$ cat src/rtl/lpp_pkg.sv
// ============================================================================
// Lottery process picker package
// Shared widths, register counts and the sequencer state type.
// ============================================================================
`default_nettype none

package lpp_pkg;

    // Ticket register file and field widths.
    localparam int TICKET_REGS = 8;
    localparam int TICKET_W    = 8;
    localparam int TOTAL_W     = 11;
    localparam int RAND_W      = 16;
    localparam int WINNER_W    = 3;
    localparam int CFG_IDX_W   = 4;
    localparam int CFG_DATA_W  = 8;

    // One restoring division step per random-value bit.
    localparam int DIV_CNT_W   = 4;

    // Sequencer states, one-hot.
    typedef enum logic [3:0] {
        ST_IDLE = 4'b0001,
        ST_SUM  = 4'b0010,
        ST_DIV  = 4'b0100,
        ST_PICK = 4'b1000
    } lpp_state_t;

endpackage

`default_nettype wire

$ cat src/rtl/lottery_process_picker.sv
// ============================================================================
// Lottery process picker
// Lottery arbiter: sums ready tickets, reduces the random value modulo the
// total with a bit-serial divider and walks the processes to find the winner.
// ============================================================================
// One draw at a time; busy drops in the strobe cycle. The sum and pick walks
// take one process per cycle and the modulo takes one random bit per cycle.
// When no ready process holds tickets, the result comes straight after the sum
// walk. Results cannot be stalled. Reset sets all ticket counts to one and the
// last winner to zero.
`default_nettype none

module lottery_process_picker
    import lpp_pkg::*;
#(
    parameter int NUM_PROCESSES = 8
)
(
    input  wire logic                  clk,
    input  wire logic                  rst_n,

    // Draw command.
    input  wire logic                  start,
    output logic                       busy,
    input  wire logic [7:0]            ready_mask,
    input  wire logic [RAND_W-1:0]     random_value,

    // Result beat.
    output logic                       done,
    output logic [WINNER_W-1:0]        winner,
    output logic                       none_ready,
    output logic [TOTAL_W-1:0]         ticket_total,

    // Ticket register writes.
    input  wire logic                  cfg_valid,
    output logic                       cfg_ready,
    input  wire logic [CFG_IDX_W-1:0]  cfg_index,
    input  wire logic [CFG_DATA_W-1:0] cfg_data
);

    localparam int CNT_W = (NUM_PROCESSES > 1) ? $clog2(NUM_PROCESSES) : 1;
    localparam logic [CNT_W-1:0] LAST_PROC = CNT_W'(NUM_PROCESSES - 1);

    lpp_state_t                 state_reg, state_next;
    logic [TICKET_W-1:0]        tickets_reg [TICKET_REGS];
    logic [WINNER_W-1:0]        last_winner_reg, last_winner_next;
    logic [CNT_W-1:0]           cnt_reg, cnt_next;
    logic [DIV_CNT_W-1:0]       div_cnt_reg, div_cnt_next;
    logic [NUM_PROCESSES-1:0]   mask_reg, mask_next;
    logic [RAND_W-1:0]          rnd_reg, rnd_next;
    logic [TOTAL_W-1:0]         total_reg, total_next;
    logic [TOTAL_W-1:0]         rem_reg, rem_next;
    logic [TOTAL_W-1:0]         run_reg, run_next;

    logic                       done_reg, done_next;
    logic [WINNER_W-1:0]        winner_reg, winner_next;
    logic                       none_reg, none_next;
    logic [TOTAL_W-1:0]         tot_out_reg, tot_out_next;

    logic [TICKET_W-1:0]        cur_ticket;
    logic [TOTAL_W-1:0]         add_ticket;
    logic [TOTAL_W-1:0]         acc_sum;
    logic [TOTAL_W:0]           div_trial;
    logic                       div_ge;
    logic                       last_proc;

    assign busy      = (state_reg != ST_IDLE);
    assign cfg_ready = 1'b1;

    assign done         = done_reg;
    assign winner       = winner_reg;
    assign none_ready   = none_reg;
    assign ticket_total = tot_out_reg;

    // Ticket of the process under the walk, counted only when it is ready.
    assign cur_ticket = tickets_reg[WINNER_W'(cnt_reg)];
    assign add_ticket = mask_reg[0] ? TOTAL_W'(cur_ticket) : '0;
    assign last_proc  = (cnt_reg == LAST_PROC);

    // The sum walk and the pick walk share one adder.
    assign acc_sum = (state_reg == ST_PICK) ? (run_reg + add_ticket)
                                            : (total_reg + add_ticket);

    // Restoring division step: shift in the next random bit, subtract if it fits.
    assign div_trial = {rem_reg, rnd_reg[RAND_W-1]};
    assign div_ge    = (div_trial >= {1'b0, total_reg});

    // Sequencer.
    always_comb
    begin
        state_next       = state_reg;
        last_winner_next = last_winner_reg;
        cnt_next         = cnt_reg;
        div_cnt_next     = div_cnt_reg;
        mask_next        = mask_reg;
        rnd_next         = rnd_reg;
        total_next       = total_reg;
        rem_next         = rem_reg;
        run_next         = run_reg;
        done_next        = 1'b0;
        winner_next      = winner_reg;
        none_next        = none_reg;
        tot_out_next     = tot_out_reg;

        case (state_reg)
            ST_IDLE:
            begin
                if (start)
                begin
                    mask_next  = ready_mask[NUM_PROCESSES-1:0];
                    rnd_next   = random_value;
                    total_next = '0;
                    cnt_next   = '0;
                    state_next = ST_SUM;
                end
            end

            ST_SUM:
            begin
                total_next = acc_sum;
                mask_next  = {mask_reg[0], mask_reg[NUM_PROCESSES-1:1]};
                cnt_next   = cnt_reg + CNT_W'(1);
                if (last_proc)
                begin
                    cnt_next = '0;
                    if (acc_sum == '0)
                    begin
                        // Nothing to draw from: repeat the last winner.
                        done_next    = 1'b1;
                        winner_next  = last_winner_reg;
                        none_next    = 1'b1;
                        tot_out_next = '0;
                        state_next   = ST_IDLE;
                    end
                    else
                    begin
                        rem_next     = '0;
                        div_cnt_next = '0;
                        state_next   = ST_DIV;
                    end
                end
            end

            ST_DIV:
            begin
                rem_next     = div_ge ? TOTAL_W'(div_trial - {1'b0, total_reg})
                                      : div_trial[TOTAL_W-1:0];
                rnd_next     = {rnd_reg[RAND_W-2:0], 1'b0};
                div_cnt_next = div_cnt_reg + DIV_CNT_W'(1);
                if (div_cnt_reg == '1)
                begin
                    cnt_next   = '0;
                    run_next   = '0;
                    state_next = ST_PICK;
                end
            end

            ST_PICK:
            begin
                run_next  = acc_sum;
                mask_next = {mask_reg[0], mask_reg[NUM_PROCESSES-1:1]};
                cnt_next  = cnt_reg + CNT_W'(1);
                // First ready process whose running sum passes the draw wins.
                if ((mask_reg[0] && (rem_reg < acc_sum)) || last_proc)
                begin
                    done_next        = 1'b1;
                    winner_next      = WINNER_W'(cnt_reg);
                    none_next        = 1'b0;
                    tot_out_next     = total_reg;
                    last_winner_next = WINNER_W'(cnt_reg);
                    state_next       = ST_IDLE;
                end
            end

            default:
            begin
                state_next = ST_IDLE;
            end
        endcase
    end

    // Control state and ticket registers.
    always_ff @(posedge clk or negedge rst_n)
    begin
        if (!rst_n)
        begin
            state_reg       <= ST_IDLE;
            last_winner_reg <= '0;
            done_reg        <= 1'b0;
            cnt_reg         <= '0;
            div_cnt_reg     <= '0;
            for (int i = 0; i < TICKET_REGS; i++)
            begin
                tickets_reg[i] <= TICKET_W'(1);
            end
        end
        else
        begin
            state_reg       <= state_next;
            last_winner_reg <= last_winner_next;
            done_reg        <= done_next;
            cnt_reg         <= cnt_next;
            div_cnt_reg     <= div_cnt_next;
            if (cfg_valid && cfg_ready && (cfg_index < CFG_IDX_W'(TICKET_REGS)))
            begin
                tickets_reg[WINNER_W'(cfg_index)] <= cfg_data;
            end
        end
    end

    // Datapath shift registers and result payload.
    always_ff @(posedge clk)
    begin
        mask_reg    <= mask_next;
        rnd_reg     <= rnd_next;
        total_reg   <= total_next;
        rem_reg     <= rem_next;
        run_reg     <= run_next;
        winner_reg  <= winner_next;
        none_reg    <= none_next;
        tot_out_reg <= tot_out_next;
    end

endmodule

`default_nettype wire

$ cat config.mk
export PLATFORM = sky130hd
export DESIGN_NAME = lottery_process_picker
export DESIGN_NICKNAME = d
export VERILOG_FILES = /design/src/rtl/lpp_pkg.sv /design/src/rtl/lottery_process_picker.sv
export SDC_FILE = /design/constraint.sdc
export NUM_CORES = 1
export LEC_CHECK = 0
export BUFFER_PORTS_ARGS = -buffer_cell sky130_fd_sc_hd__buf_2
export CORE_UTILIZATION = 45
export DETAILED_ROUTE_END_ITERATION = 10
export PLACE_DENSITY = 0.71
export SYNTH_ARGS = -nofsm -noshare
export SYNTH_HDL_FRONTEND = slang
export SYNTH_SLANG_ARGS = --single-unit
export TNS_END_PERCENT = 5
$ cat constraint.sdc
create_clock -name clk -period 6.2 [get_ports clk]
set_input_delay 1.55 -clock clk [delete_from_list [all_inputs] [get_ports clk]]
set_output_delay 1.55 -clock clk [all_outputs]
set_load 0.02 [all_outputs]
==> out/metrics.yaml <==
status: "complete, no violations"
fp.dieArea_um2: 18200
critPathRequiredTime_ns: 6.24
p_per_area_nw_per_um2: 413
wl_um: 16600
synthTopCellsByCount: "87 x nand2_1, 76 x mux2_2, 72 x edfxtp_1, 70 x dfrtp_1, 64 x nor2_1"
nNetsFinal: 790
drtAntennaViolNets: 0
syn-mean-instance-area_um2: 12.0
maxSlewViolCount: 0
power_uw: 3710
cp-start-kind: "flip-flop"
drv_cap: 0
layout-drive-gt1-share_pct: 28.7
seq_area_frac_synth_pct: 52.3
first_pass_iters: 6
critical_path_class: "reg -> reg"
critPathCaptureType: "flip-flop"
area_growth_pct: 13.5
cts-buffers-inserted: 17
grt_pass1_vias: 5281
cts_tree: "built"
die_w_um: 135
cts_hold_buf: 0
die_y_um: 135
via_per_inst: 5.51
grt_max_degree: 80
irDropWorstVdd_mv: 0.248
clk_pin_slew_ns: 0.06
synth_seq_cells: 151
worstPathMaxFanout: 20
layout_min_cycle_time_ns: 5.36
cts_setup_buffers: 0
yosysWarnings: 0
hpwl_um: 11800
synth.largest_area_cell: "edfxtp_1"
synthFlopType: "edfxtp_1"
tns_ns: 0
final_util_pct: 52.2
post-route-period-util_pct: 86.4
grt_pass1_wl_um: 27000
synthCells: 658
clockBufferDepth: 2
overflow: 0
grt_use_met1_pct: 24.4
cts_root_buf: "clkbuf_16"
synth_cell_type_count: 64
cts_resized: 0
p_leak_uw: 0.00374
async_flop_share_pct: 52.3
drtIter0Drc: 375
antenna_found_initial: 0
grtUsageMet2_pct: 33.5
grt_usage_pct: 19.5
post_drt_wl_per_cell_um: 17.4
rows: 48
synth_edf_count: 72
largest_reg_flops: 64
clock_latency_ns: 0.43
fmax_ghz: 0.187
synth_area_leaders: "edfxtp_1 27%, dfrtp_1 22%, mux2_2 11%, ha_1 5.0%, mux4_2 4.5%"
hp-class: "reg -> reg"
worst_pin_slew_ns: 1.27
synth.most_common_cell: "nand2_1"
n_antenna_cell: 0
cp.arrival_ns: 5.39
start_util_pct: 46.0
num_vias: 5252
drcViolationCount: 0
ios: 58
slew_headroom_pct: 15.4
grt_busiest_layer: "met2"
portBuffers: 56
cts_sinks: 151
core_um2: 17200
finalClockSkew_ns: 0.0101
htreeDepth: 4
met3_usage_pct: 3.79
gp_congestion: 0.916
synth_top_cell_area_share_pct: 27.3
grt_setup_unrepaired: "no"
synth_nets: 732
finalSetupViolCount: 0
hold_viol: 0
syn_area_um2: 7930
-- path summary, 6_finish.rpt --
kind | startpoint | to | slack [ns] | cells past startpoint
worst min-delay path | tickets_reg[39] | tickets_reg[39] | 0.50 | 1
worst max-delay path | cnt_reg[1] | none_ready | 0.84 | 15
min in group asynchronous | rst_n | div_cnt_reg[3] | 1.29 | 1
worst min register to register | tickets_reg[39] | tickets_reg[39] | 0.50 | 1
worst max register to register | cnt_reg[1] | none_ready | 0.84 | 15
max in group asynchronous | rst_n | tickets_reg[20] | 4.28 | 1
-- power breakdown --
part / switching [uW] / internal (uW) / leakage [uW] / total [uW]
combinational: 727 / 583 / 0.00177 / 1310
clock: 411 / 593 / 0.000286 / 1000
sequential: 129 / 1270 / 0.00169 / 1400
total: 1270 / 2450 / 0.00374 / 3710
-- layout make-up --
cell class / instances / area, um^2
repair buffers: 61 / 320
clock inverters: 7 / 55.1
clock buffers: 25 / 523
well taps: 225 / 282
inverters: 25 / 93.8
multi-input cells: 460 / 3580
fillers: 1452 / 8240
flip-flops and latches: 151 / 4150
-- through the flow --
stage / cells / hold WS [ns] / worst slack (ns) / area, um^2
3_5_place_dp: 922 / 0.492 / 0.910 / 8420
4_1_cts: 954 / 0.507 / 0.867 / 9000
6_report: 954 / 0.504 / 0.845 / 9000
3_3_place_gp: 922 / 0.484 / 1.02 / 8420
2_1_floorplan: 658 / 0.475 / 0.974 / 7930
5_1_grt: 954 / 0.519 / 0.241 / 9000
-- kinds of logic (layout without fill, tap and decap cells) --
family | count (synthesis) | count (layout) | synth area share [%]
fa+ha+maj | 34 | 34 | 5.55
mux | 104 | 104 | 16.9
buf+inv | 47 | 118 | 2.54
other cells | 1 | 1 | 0.0473
compound gates | 86 | 86 | 7.29
xor+xnor | 15 | 15 | 1.66
flops | 151 | 151 | 52.3
simple gates | 220 | 220 | 13.7
-- placed cells by master (no fill, tap or decap), drive strengths merged, types with 12 or more instances in the layout --
cell type | synthesis | routed
a21oi | 15 | 15
buf | 7 | 61
clkbuf | 15 | 25
dfrtp | 70 | 70
edfxtp | 72 | 72
ha | 32 | 32
inv | 25 | 28
mux2 | 76 | 76
mux2i | 12 | 12
mux4 | 16 | 16
nand2 | 87 | 87
nor2 | 64 | 64
nor2b | 15 | 15
o21ai | 31 | 31
-- worst max-delay path: stages (launching register included) --
cell and delay (ns):
dfrtp_1 0.89, mux4_2 0.42, mux2i_1 0.22, nor2b_1 0.10, ha_1 0.38, a2111oi_0 0.56
o21a_1 0.24, o31a_1 0.17, nor2_1 0.08, xor2_1 0.19, ha_1 0.23, a211oi_1 0.23
nand2_1 0.08, nor2_1 0.10, a221oi_1 0.14, o21ai_1 0.92
-- layer usage --
metal  vias to the layer above  routed length [um]
met2                       104                8400
met1                      2621                7230
met3                        25                 658
met5                         -                   0
li1                       2502                   -
met4                         0                 321
(Power assumes the default switching activity.)
